$ cat src/design/assert_macros.svh
// assertion macros used by the frame decoder module
`ifndef ASSERT_MACROS_SVH
`define ASSERT_MACROS_SVH

`ifndef SYNTH

// clocked assertion, ignored while reset is asserted
`define SFD_ASSERT(lbl, prop, msg) \
  lbl: assert property (@(posedge clk_i) disable iff (!rst_ni) prop) else $error(msg);

// clocked assertion that also holds during reset
`define SFD_ASSERT_ALWAYS(lbl, prop, msg) \
  lbl: assert property (@(posedge clk_i) prop) else $error(msg);

`else

`define SFD_ASSERT(lbl, prop, msg)
`define SFD_ASSERT_ALWAYS(lbl, prop, msg)

`endif

`endif

$ cat src/design/sfd_pkg.sv
// constants and types of the sbus frame decoder
package sfd_pkg;

  localparam int ChanW      = 11;
  localparam int NumChan    = 16;
  localparam int StoredBytes = 24;
  localparam int ChanBytes  = 22;
  localparam int FlagsPos   = 23;
  localparam int ScaleShift = 20;

  typedef logic [ChanW-1:0] chan_t;

  localparam logic [7:0]  StartByte = 8'h0F;
  localparam logic [7:0]  EndByte   = 8'h00;
  localparam chan_t       RawOffset = 11'd172;
  localparam chan_t       OutMin    = 11'd1000;
  localparam chan_t       OutMax    = 11'd2000;
  localparam chan_t       QuotMax   = 11'd1000;
  // ceil(2^20 * 1000 / 1536), exact floor for raw offsets up to 1875
  localparam logic [19:0] ScaleMul  = 20'd682667;

endpackage

$ cat src/design/sfd_chan_scale.sv
// scales one raw 11-bit channel to the 1000..2000 range
module sfd_chan_scale import sfd_pkg::*; (
  input  chan_t raw_i,
  output chan_t value_o
);

  chan_t       diff;
  logic [30:0] prod;
  chan_t       quot;

  assign diff = raw_i - RawOffset;
  assign prod = 31'(diff) * 31'(ScaleMul);
  assign quot = prod[ScaleShift +: ChanW];

  always_comb begin
    priority if (raw_i <= RawOffset) begin
      value_o = OutMin;
    end else if (quot > QuotMax) begin
      value_o = OutMax;
    end else begin
      value_o = quot + OutMin;
    end
  end

endmodule

$ cat src/design/sbus_frame_decoder.sv
// sbus frame decoder top level: byte framing, frame snapshot and channel drain
//
//   port group   direction  beat                         handshake
//   rx byte      in         one serial byte              in_valid_i / in_stall_o
//   channel      out        index, value, flags, last    out_valid_o / out_stall_i
//
// a byte beat is taken every cycle while in_stall_o is low; a good frame's end byte starts
// 16 channel beats, leaving one per cycle while out_stall_i is low through the single shared
// scaler, each registered once drain_q is set; a frame costs 25 byte beats in and 16 out
// in_stall_o rises only while the end slot is awaited and the last frame still drains
// reset clears phase, byte count and the drain and valid flags; the byte store is not cleared
`include "assert_macros.svh"

module sbus_frame_decoder import sfd_pkg::*; (
  input  logic        clk_i,
  input  logic        rst_ni,
  input  logic        in_valid_i,
  output logic        in_stall_o,
  input  logic [7:0]  rx_byte_i,
  output logic        out_valid_o,
  input  logic        out_stall_i,
  output logic [3:0]  channel_index_o,
  output logic [10:0] channel_value_o,
  output logic [7:0]  frame_flags_o,
  output logic        last_channel_o
);

  localparam logic [1:0] PhWait = 2'd0;
  localparam logic [1:0] PhData = 2'd1;
  localparam logic [1:0] PhEnd  = 2'd2;

  localparam logic [4:0] StoredCnt = 5'(StoredBytes);
  localparam logic [3:0] LastChan  = 4'(NumChan - 1);

  logic [1:0] phase_q, phase_d;
  logic [4:0] count_q, count_d;
  logic       store_we;
  logic [4:0] store_idx;
  logic [7:0] store_q [StoredBytes];

  logic [8*ChanBytes-1:0] data_vec;
  logic [8*ChanBytes-1:0] snap_q;
  logic [7:0]             flags_q;
  chan_t                  raw_arr [NumChan];
  chan_t                  scaled;

  logic       in_accept;
  logic       decode;
  logic       load;
  logic       drain_q;
  logic [3:0] chan_q;

  logic       out_valid_q;
  logic [3:0] index_q;
  chan_t      value_q;
  logic [7:0] oflags_q;
  logic       last_q;

  assign in_stall_o = drain_q && (phase_q == PhEnd);
  assign in_accept  = in_valid_i && !in_stall_o;
  assign decode     = in_accept && (phase_q == PhEnd) && (rx_byte_i == EndByte);
  assign load       = drain_q && (!out_valid_q || !out_stall_i);

  // byte framing
  always_comb begin
    phase_d   = phase_q;
    count_d   = count_q;
    store_we  = 1'b0;
    store_idx = count_q;
    if (in_accept) begin
      unique case (phase_q)
        PhData: begin
          if (count_q < StoredCnt) begin
            store_we = 1'b1;
            count_d  = count_q + 5'd1;
          end
          if (count_d >= StoredCnt) begin
            phase_d = PhEnd;
          end
        end
        PhEnd: begin
          phase_d = PhWait;
          count_d = '0;
        end
        default: begin
          if (rx_byte_i == StartByte) begin
            store_we  = 1'b1;
            store_idx = '0;
            count_d   = 5'd1;
            phase_d   = PhData;
          end else begin
            count_d = '0;
            phase_d = PhWait;
          end
        end
      endcase
    end
  end

  always_ff @(posedge clk_i or negedge rst_ni) begin
    if (!rst_ni) begin
      phase_q <= PhWait;
      count_q <= '0;
    end else begin
      phase_q <= phase_d;
      count_q <= count_d;
    end
  end

  always_ff @(posedge clk_i) begin
    if (store_we) begin
      store_q[store_idx] <= rx_byte_i;
    end
  end

  // channel bytes packed little-endian, byte 1 at bit 0
  always_comb begin
    for (int k = 0; k < ChanBytes; k++) begin
      data_vec[8*k +: 8] = store_q[k+1];
    end
  end

  always_ff @(posedge clk_i) begin
    if (decode) begin
      snap_q  <= data_vec;
      flags_q <= store_q[FlagsPos];
    end
  end

  always_comb begin
    for (int c = 0; c < NumChan; c++) begin
      raw_arr[c] = snap_q[ChanW*c +: ChanW];
    end
  end

  sfd_chan_scale u_scale (
    .raw_i   (raw_arr[chan_q]),
    .value_o (scaled)
  );

  // channel drain
  always_ff @(posedge clk_i or negedge rst_ni) begin
    if (!rst_ni) begin
      drain_q     <= 1'b0;
      chan_q      <= '0;
      out_valid_q <= 1'b0;
    end else begin
      if (decode) begin
        drain_q <= 1'b1;
        chan_q  <= '0;
      end else if (load) begin
        chan_q <= chan_q + 4'd1;
        if (chan_q == LastChan) begin
          drain_q <= 1'b0;
        end
      end
      if (load) begin
        out_valid_q <= 1'b1;
      end else if (!out_stall_i) begin
        out_valid_q <= 1'b0;
      end
    end
  end

  always_ff @(posedge clk_i) begin
    if (load) begin
      index_q  <= chan_q;
      value_q  <= scaled;
      oflags_q <= flags_q;
      last_q   <= (chan_q == LastChan);
    end
  end

  assign out_valid_o     = out_valid_q;
  assign channel_index_o = index_q;
  assign channel_value_o = value_q;
  assign frame_flags_o   = oflags_q;
  assign last_channel_o  = last_q;

  `SFD_ASSERT(a_decode_starts_drain, decode |=> (drain_q && (chan_q == 4'd0)), "drain did not start")
  `SFD_ASSERT(a_idle_chan_zero, !drain_q |-> (chan_q == 4'd0), "channel counter left nonzero")
  `SFD_ASSERT(a_end_full, (phase_q == PhEnd) |-> (count_q == StoredCnt), "end phase without full frame")
  `SFD_ASSERT_ALWAYS(a_count_range, count_q <= StoredCnt, "byte count beyond frame")
  `SFD_ASSERT(a_last_index, out_valid_o |-> (last_channel_o == (channel_index_o == LastChan)), "last flag mismatch")

endmodule

$ cat config.mk
export PLATFORM = sky130hd
export DESIGN_NAME = sbus_frame_decoder
export DESIGN_NICKNAME = d
export VERILOG_FILES = /design/src/design/sfd_pkg.sv /design/src/design/sfd_chan_scale.sv /design/src/design/sbus_frame_decoder.sv
export VERILOG_INCLUDE_DIRS = /design/src /design/src/design
export SDC_FILE = /design/constraint.sdc
export NUM_CORES = 1
export LEC_CHECK = 0
export BUFFER_PORTS_ARGS = -buffer_cell sky130_fd_sc_hd__buf_4
export CAP_MARGIN = 30
export CORE_AREA = 2 2 193 157
export CTS_CLUSTER_SIZE = 14
export DETAILED_ROUTE_END_ITERATION = 8
export DIE_AREA = 0 0 195 159
export MAX_ROUTING_LAYER = met4
export PLACE_DENSITY_LB_ADDON = 0.15
export SLEW_MARGIN = 25
export SYNTH_ARGS = -nofsm -noshare
export SYNTH_HDL_FRONTEND = slang
export SYNTH_HIERARCHICAL = 1
export SYNTH_SLANG_ARGS = --single-unit
$ cat constraint.sdc
create_clock -name clk_i -period 11.8 [get_ports clk_i]
set_input_delay 1.18 -clock clk_i [delete_from_list [all_inputs] [get_ports clk_i]]
set_output_delay 1.18 -clock clk_i [all_outputs]
set_load 0.02 [all_outputs]
Word-level counts from Yosys, hierarchy flattened
Memories as Yosys holds them, arrays and structs flattened. A register that Yosys moved wholly into a read port is not among the register bits. Index checks and enable logic that the tools add are counted.

Add/sub/neg operators: 4. Multipliers: 1. Order comparisons: 5. Eq/ne operators: 6. Muxes and demuxes: 28. Bitwise operators: 1. Reduce and logical (&&, ||, !) cells: 16.

Operator list (count): $bmux W11 S4 (1); $mux W11 (3); $mul A11 B20 Y31 const B (1); $mux W5 (6); $mux W1 (12); $add A11 B10 Y11 const B (1); $gt A11 B10 Y1 const B (1); $le A11 B8 Y1 const B (1); $sub A11 B8 Y11 const B (1); $ge A5 B5 Y1 const B (2); $pmux W5 S2 (1); $eq A8 B4 Y1 const B (1); $logic_not A8 Y1 (1); $mux W4 (2); $add A5 B1 Y5 const B (1); $logic_and A1 B1 Y1 (5); $lt A5 B5 Y1 const B (1); $not A4 Y5 (1); $add A4 B1 Y4 const B (1); $eq A4 B4 Y1 const B (1); $pmux W2 S2 (1); $reduce_and A2 Y1 (2); $reduce_bool A2 Y1 (2); $reduce_or A2 Y1 (2); 8 further kinds (10).

Register bits: 37. Memory bits (writable): 192. Bits of input ports: 12. Output and inout port bits: 26. Logic and storage cells: 72. Memories kept: 1.

Memories: store_q (words 24, width 8, rd ports 23, clocked after Yosys merged registers in 23, wr ports 1, RTL line sbus_frame_decoder.sv:39) `logic [7:0] store_q [StoredBytes];`.

Longest topological paths before layout
Word-level depth: 8. Gate-level depth with buffers: 35. Depth with buffers taken out: 33.

Cells and area by module
Netlist, hierarchy kept.

By module, submodules not included: sbus_frame_decoder (instances 1, cells each 606, area an instance 14020.9 um2, seq. area each 12096.6 um2); sfd_chan_scale (instances 1, cells each 456, area an instance 4018.9 um2, seq. area each 0.0 um2).

Least setup slack after synthesis
Ideal clock, no wire load.

Path type: register to register. Start: register chan_q[0]. End: register value_q[9], in the netlist channel_value_o[9], data pin. Library setup time: 265 ps. Arrival: 7871 ps. Data required time: 11535 ps. Path slack: 3664 ps. Cell stages (with the launch flop): 34. Buffers on the path: 2. Clock period less this slack: 8136 ps. Cell sequence: dfrtp_1 buf_6 buf_4 mux4_2 a22oi_1 nand2_1 ha_1 o21ai_0 inv_1 o21ai_0 nand2_1 xor2_1 inv_1 ha_1 xor2_1 ha_1 a21oi_1 fa_1 fa_1 fa_1 inv_1 ha_1 nand4_2 nor3_1 o211a_1 o311a_4 mux2i_1 a211o_2 inv_1 ha_1 o21ba_2 nor4b_4 xnor2_1 or3_1.

Cells in the longest elaborated chain, start to end: 8. Elaborated cells on any way between the ends: 10. Classes of those cells: add/sub: 2; mul: 1; order compare: 2; mux: 3; bitwise: 1; reduce/logical: 1.

RTL lines: start: declaration (RTL line sbus_frame_decoder.sv:51) `logic [3:0] chan_q;`; start signal: assignment (RTL line sbus_frame_decoder.sv:152) `chan_q <= chan_q + 4'd1;`; $not A4 Y5 (implied by the code) (*) (RTL line sbus_frame_decoder.sv:137) `.raw_i (raw_arr[chan_q]),`; $bmux W11 S4 (*) (RTL line sbus_frame_decoder.sv:137); $mux W11 (implied by the code) (*) (2 in series) (RTL line sbus_frame_decoder.sv:137); $sub A11 B8 Y11 (RTL line sfd_chan_scale.sv:11) `assign diff = raw_i - RawOffset;`; $mul A11 B20 Y31 (RTL line sfd_chan_scale.sv:12) `assign prod = 31'(diff) * 31'(ScaleMul);`; $gt A11 B10 Y1 (RTL line sfd_chan_scale.sv:18) `end else if (quot > QuotMax) begin`; $reduce_or A2 Y1 (no source line); end signal: assignment (RTL line sbus_frame_decoder.sv:168) `value_q <= scaled;`; end: declaration (RTL line sbus_frame_decoder.sv:55) `chan_t value_q;`.

Every way passes the cells marked *; elsewhere a longest branch is shown, timed or not. The select of a mux whose other input is x is not followed. A chain may end at the register's enable or synchronous reset.

Worst setup path after layout
Ends and elaborated chain as after synthesis.

==> metrics.md <==
| Metric | Value |
|---|---|
| Clock Sinks | `405` |
| Worst Path Max Fanout | `22` |
| Outcome | `complete, no violations` |
| Fin util | `68.9%` |
| Routability congestion estimate | `0.902` |
| Worst vdd ir | `0.211 mV` |
| DRC viols | `0` |
| Post_cts resized | `0` |
| Core Area | `29000 µm²` |
| Layout cells sized above 1 | `14.9%` |
| Internal power | `2600 µW` |
| I/O pin cnt | `38` |
| Largest cells by area after synthesis | `edfxtp_1 (65%), ha_1 (7.5%), mux4_2 (5.5%), fa_1 (5.3%), inv_1 (2.3%)` |
| First-pass GRT wire length | `57000 µm` |
| #FFs+latches synth | `405` |
| Reg power frac | `43.1%` |
| Final WL | `37100 µm` |
| Area after DPL | `18800 µm²` |
| Ys Warns | `6` |
| Worst-skew pair later-pin latency | `0.53 ns` |
| Gr ovfl total | `0` |
| H-tree depth | `2` |
| Final Cycle Share | `81.8%` |
| Clock power frac | `30.3%` |
| Async set-reset flop share out of synthesis | `3.21%` |
| Clock transition at path regs | `0.07 ns` |
| Critical path type | `reg2reg` |
| Net switching power | `1080 µW` |
| Starting Density | `62.2%` |
| # port buffers | `37` |
| Slew margin rel. | `36.0%` |
| Detail Route Antenna Nets | `0` |
| Crit. End Element | `register` |
| Slack of the critical path | `2.15 ns` |
| Worst hold-check path type | `reg2reg` |
| Syn Nets | `1230` |
| Sw Ratio | `29.4%` |
| Slowest CP cell | `dfrtp_2` |
| Initial DRC Count | `998` |
| WP data arrival | `9.91 ns` |
| Netlist cell types | `74` |
| Pre-CTS WS | `2.18 ns` |
| Max-Cap Viols | `0` |
| Post-synth EDFFs | `392` |
| Final Setup Violations | `0` |
| DIE HEIGHT | `159 µm` |
| Fin Setup TNS | `0 ns` |
| Worst hold slack | `0.392 ns` |
| Power Density | `184 nW/µm²` |
| Die area | `31000 µm²` |
| CTS tree | `done` |
| Hold Vio Cnt, Final | `0` |
| GRT Util Overall | `25.6%` |
| Most frequent CP cell | `ha_1` |
| Top-area cell type share of the netlist area | `65.3%` |
| Pleak | `0.00731 µW` |
| Root Driver | `clkbuf_16` |
| Unrepaired setup endpoints after global routing | `no` |
| Post-CTS Setup Inserts | `0` |
| Vias | `9355` |
| Worst-margin pin slew | `0.956 ns` |
| Comb pwr share | `26.6%` |
| CTS Hold Bufs | `0` |
| Final HPWL DP | `24100 µm` |
| DRT Pass-1 Iters | `7` |
| Layout Nets | `1300` |
| Max incr delay on CP | `0.88 ns` |
| Fillers | `1875` |
| Max Clk Rate | `104 MHz` |
| CP required | `12.06 ns` |
| Top FF cell, synth | `edfxtp_1` |
| Slew Viols, Final | `0` |
| Worst Setup Start Kind | `register` |
| Via/cell ratio | `6.09` |
| Skew final | `0.0297 ns` |
| Yosys top cell by area | `edfxtp_1` |
| Initial antenna violation count | `0` |
| WL/cell | `24.2 µm` |
| Sequential area share after synthesis | `67.1%` |
| Antenna diodes | `0` |
| Area Growth Syn to Fin | `10.8%` |
| Row Count | `56` |
| Largest net degree at the start of global routing | `80` |
| Syn Area/Cell | `17.0 µm²` |
| Cells after Synth | `1062` |
| Mapped cell area | `18000 µm²` |
| Die W | `195 µm` |
| Total CTS buffers | `38` |
| Vias in the first global route | `9441` |
| Minimum clock period | `9.65 ns` |
| Clock Path Buffers | `3` |
| Final Instance Area | `20000 µm²` |
[synth_stat cells, types with 2 or more instances]
| library cell | number |
|---|---|
| a211oi_1 | 4 |
| a211oi_2 | 2 |
| a21o_1 | 13 |
| a21oi_1 | 27 |
| a22oi_1 | 22 |
| a311oi_1 | 2 |
| a31o_2 | 2 |
| a31oi_1 | 2 |
| a41oi_1 | 2 |
| and2_1 | 4 |
| and3_1 | 4 |
| and4_1 | 2 |
| buf_2 | 6 |
| buf_6 | 4 |
| clkbuf_1 | 11 |
| dfrtp_1 | 13 |
| edfxtp_1 | 392 |
| fa_1 | 48 |
| ha_1 | 108 |
| inv_1 | 110 |
| mux2i_1 | 3 |
| mux4_2 | 44 |
| nand2_1 | 41 |
| nand2b_1 | 6 |
| nand3_1 | 12 |
| nand3b_1 | 4 |
| nand4_1 | 8 |
| nor2_1 | 38 |
| nor2b_1 | 5 |
| nor3_1 | 13 |
| nor4_1 | 5 |
| nor4b_1 | 3 |
| o211ai_1 | 5 |
| o21a_1 | 3 |
| o21ai_0 | 13 |
| o22ai_1 | 2 |
| o31ai_1 | 5 |
| or2_1 | 2 |
| or3_1 | 3 |
| or3b_2 | 2 |
| xnor2_1 | 17 |
| xor2_1 | 18 |
[routing by layer]
metal	vias up	share of wire, %	track usage (%)
met5	-	0	-
met4	0	1.9	5.52
met3	59	8.8	4.36
met2	449	43	36.0
met1	4682	46	40.0
li1	4165	-	-
[state kept, by name (all words and copies together) (netlist names)]
name             count
store_q            184
snap_q             176
channel_value_o     11
flags_q              8
frame_flags_o        8
count_q              5
chan_q               4
channel_index_o      4
phase_q              2
drain_q              1
last_channel_o       1
out_valid_o          1
[final cells by class]
class / count / area (µm²) / area share [%]
Clock buffer: 52 / 1030 / 5.17
Clock inverter: 14 / 104 / 0.519
Inverter: 110 / 413 / 2.06
Multi-Input combinational cell: 524 / 5430 / 27.1
Sequential cell: 405 / 12100 / 60.5
Tap cell: 377 / 472 / 2.36
Timing Repair Buffer: 53 / 450 / 2.25
[cells by family after synthesis]
group	share of synthesized area [%]
compound gates	5.01
xor+xnor	1.70
fa+ha+maj	12.8
buf+inv	3.00
flops	67.1
mux	5.66
simple gates	4.76
[placed cells by master, fill, tap and decap left out, drive strengths merged, types with 3 or more instances in the layout]
cell,instances
nor2b,5
a21o,13
nor3,13
mux4,44
nand2b,6
nand3b,5
or3,3
o211ai,5
nor4b,4
clkinv,12
and2,4
o21ai,13
mux2i,3
o21a,3
and3,4
a21oi,28
or2,3
edfxtp,392
nor2,38
xor2,18
clkbuf,52
a22oi,22
dfrtp,13
ha,108
nor4,6
nand2,41
o31ai,5
a21boi,3
nand4,9
xnor2,17
a211oi,6
nand3,12
buf,53
fa,48
inv,112
[metrics by stage]
step                power [µW]  instances
floorplan                 2360       1062
global placement          2570       1463
detailed placement        2580       1466
CTS                       3700       1532
global route              3880       1535
finish                    3690       1535
[path summary, 6_finish.rpt]
check	cells past startpoint	endpoint	slack [ns]	startpoint
worst min register to register	0	snap_q[158]	0.39	store_q[20][6]
worst max register to register	32	channel_value_o[9]	2.15	chan_q[0]
min in group asynchronous	1	drain_q	0.48	rst_ni
max in group asynchronous	1	chan_q[0]	11.13	rst_ni
worst min-delay path	0	snap_q[158]	0.39	store_q[20][6]
worst max-delay path	32	channel_value_o[9]	2.15	chan_q[0]
[critical path, delay by kind of cell (launching register included)]
family                   cells  cell delay (ns)
adder cells (fa/ha/maj)      8             2.94
AO/OA/AOI/OAI                8             2.23
AND/OR/NAND/NOR              6             1.15
flip-flops                   1             0.88
buffers and inverters        5             0.79
XOR/XNOR                     3             0.73
multiplexers                 2             0.66
[power by group through the flow]
stage	Clock, µW	Combinational [µW]	Sequential (µW)
2_1_floorplan	0	741	1620
3_3_place_gp	0	953	1620
3_5_place_dp	0	960	1620
4_1_cts	1130	972	1590
5_1_grt	1190	1100	1590
6_report	1120	980	1590
(Power assumes the default switching activity.)
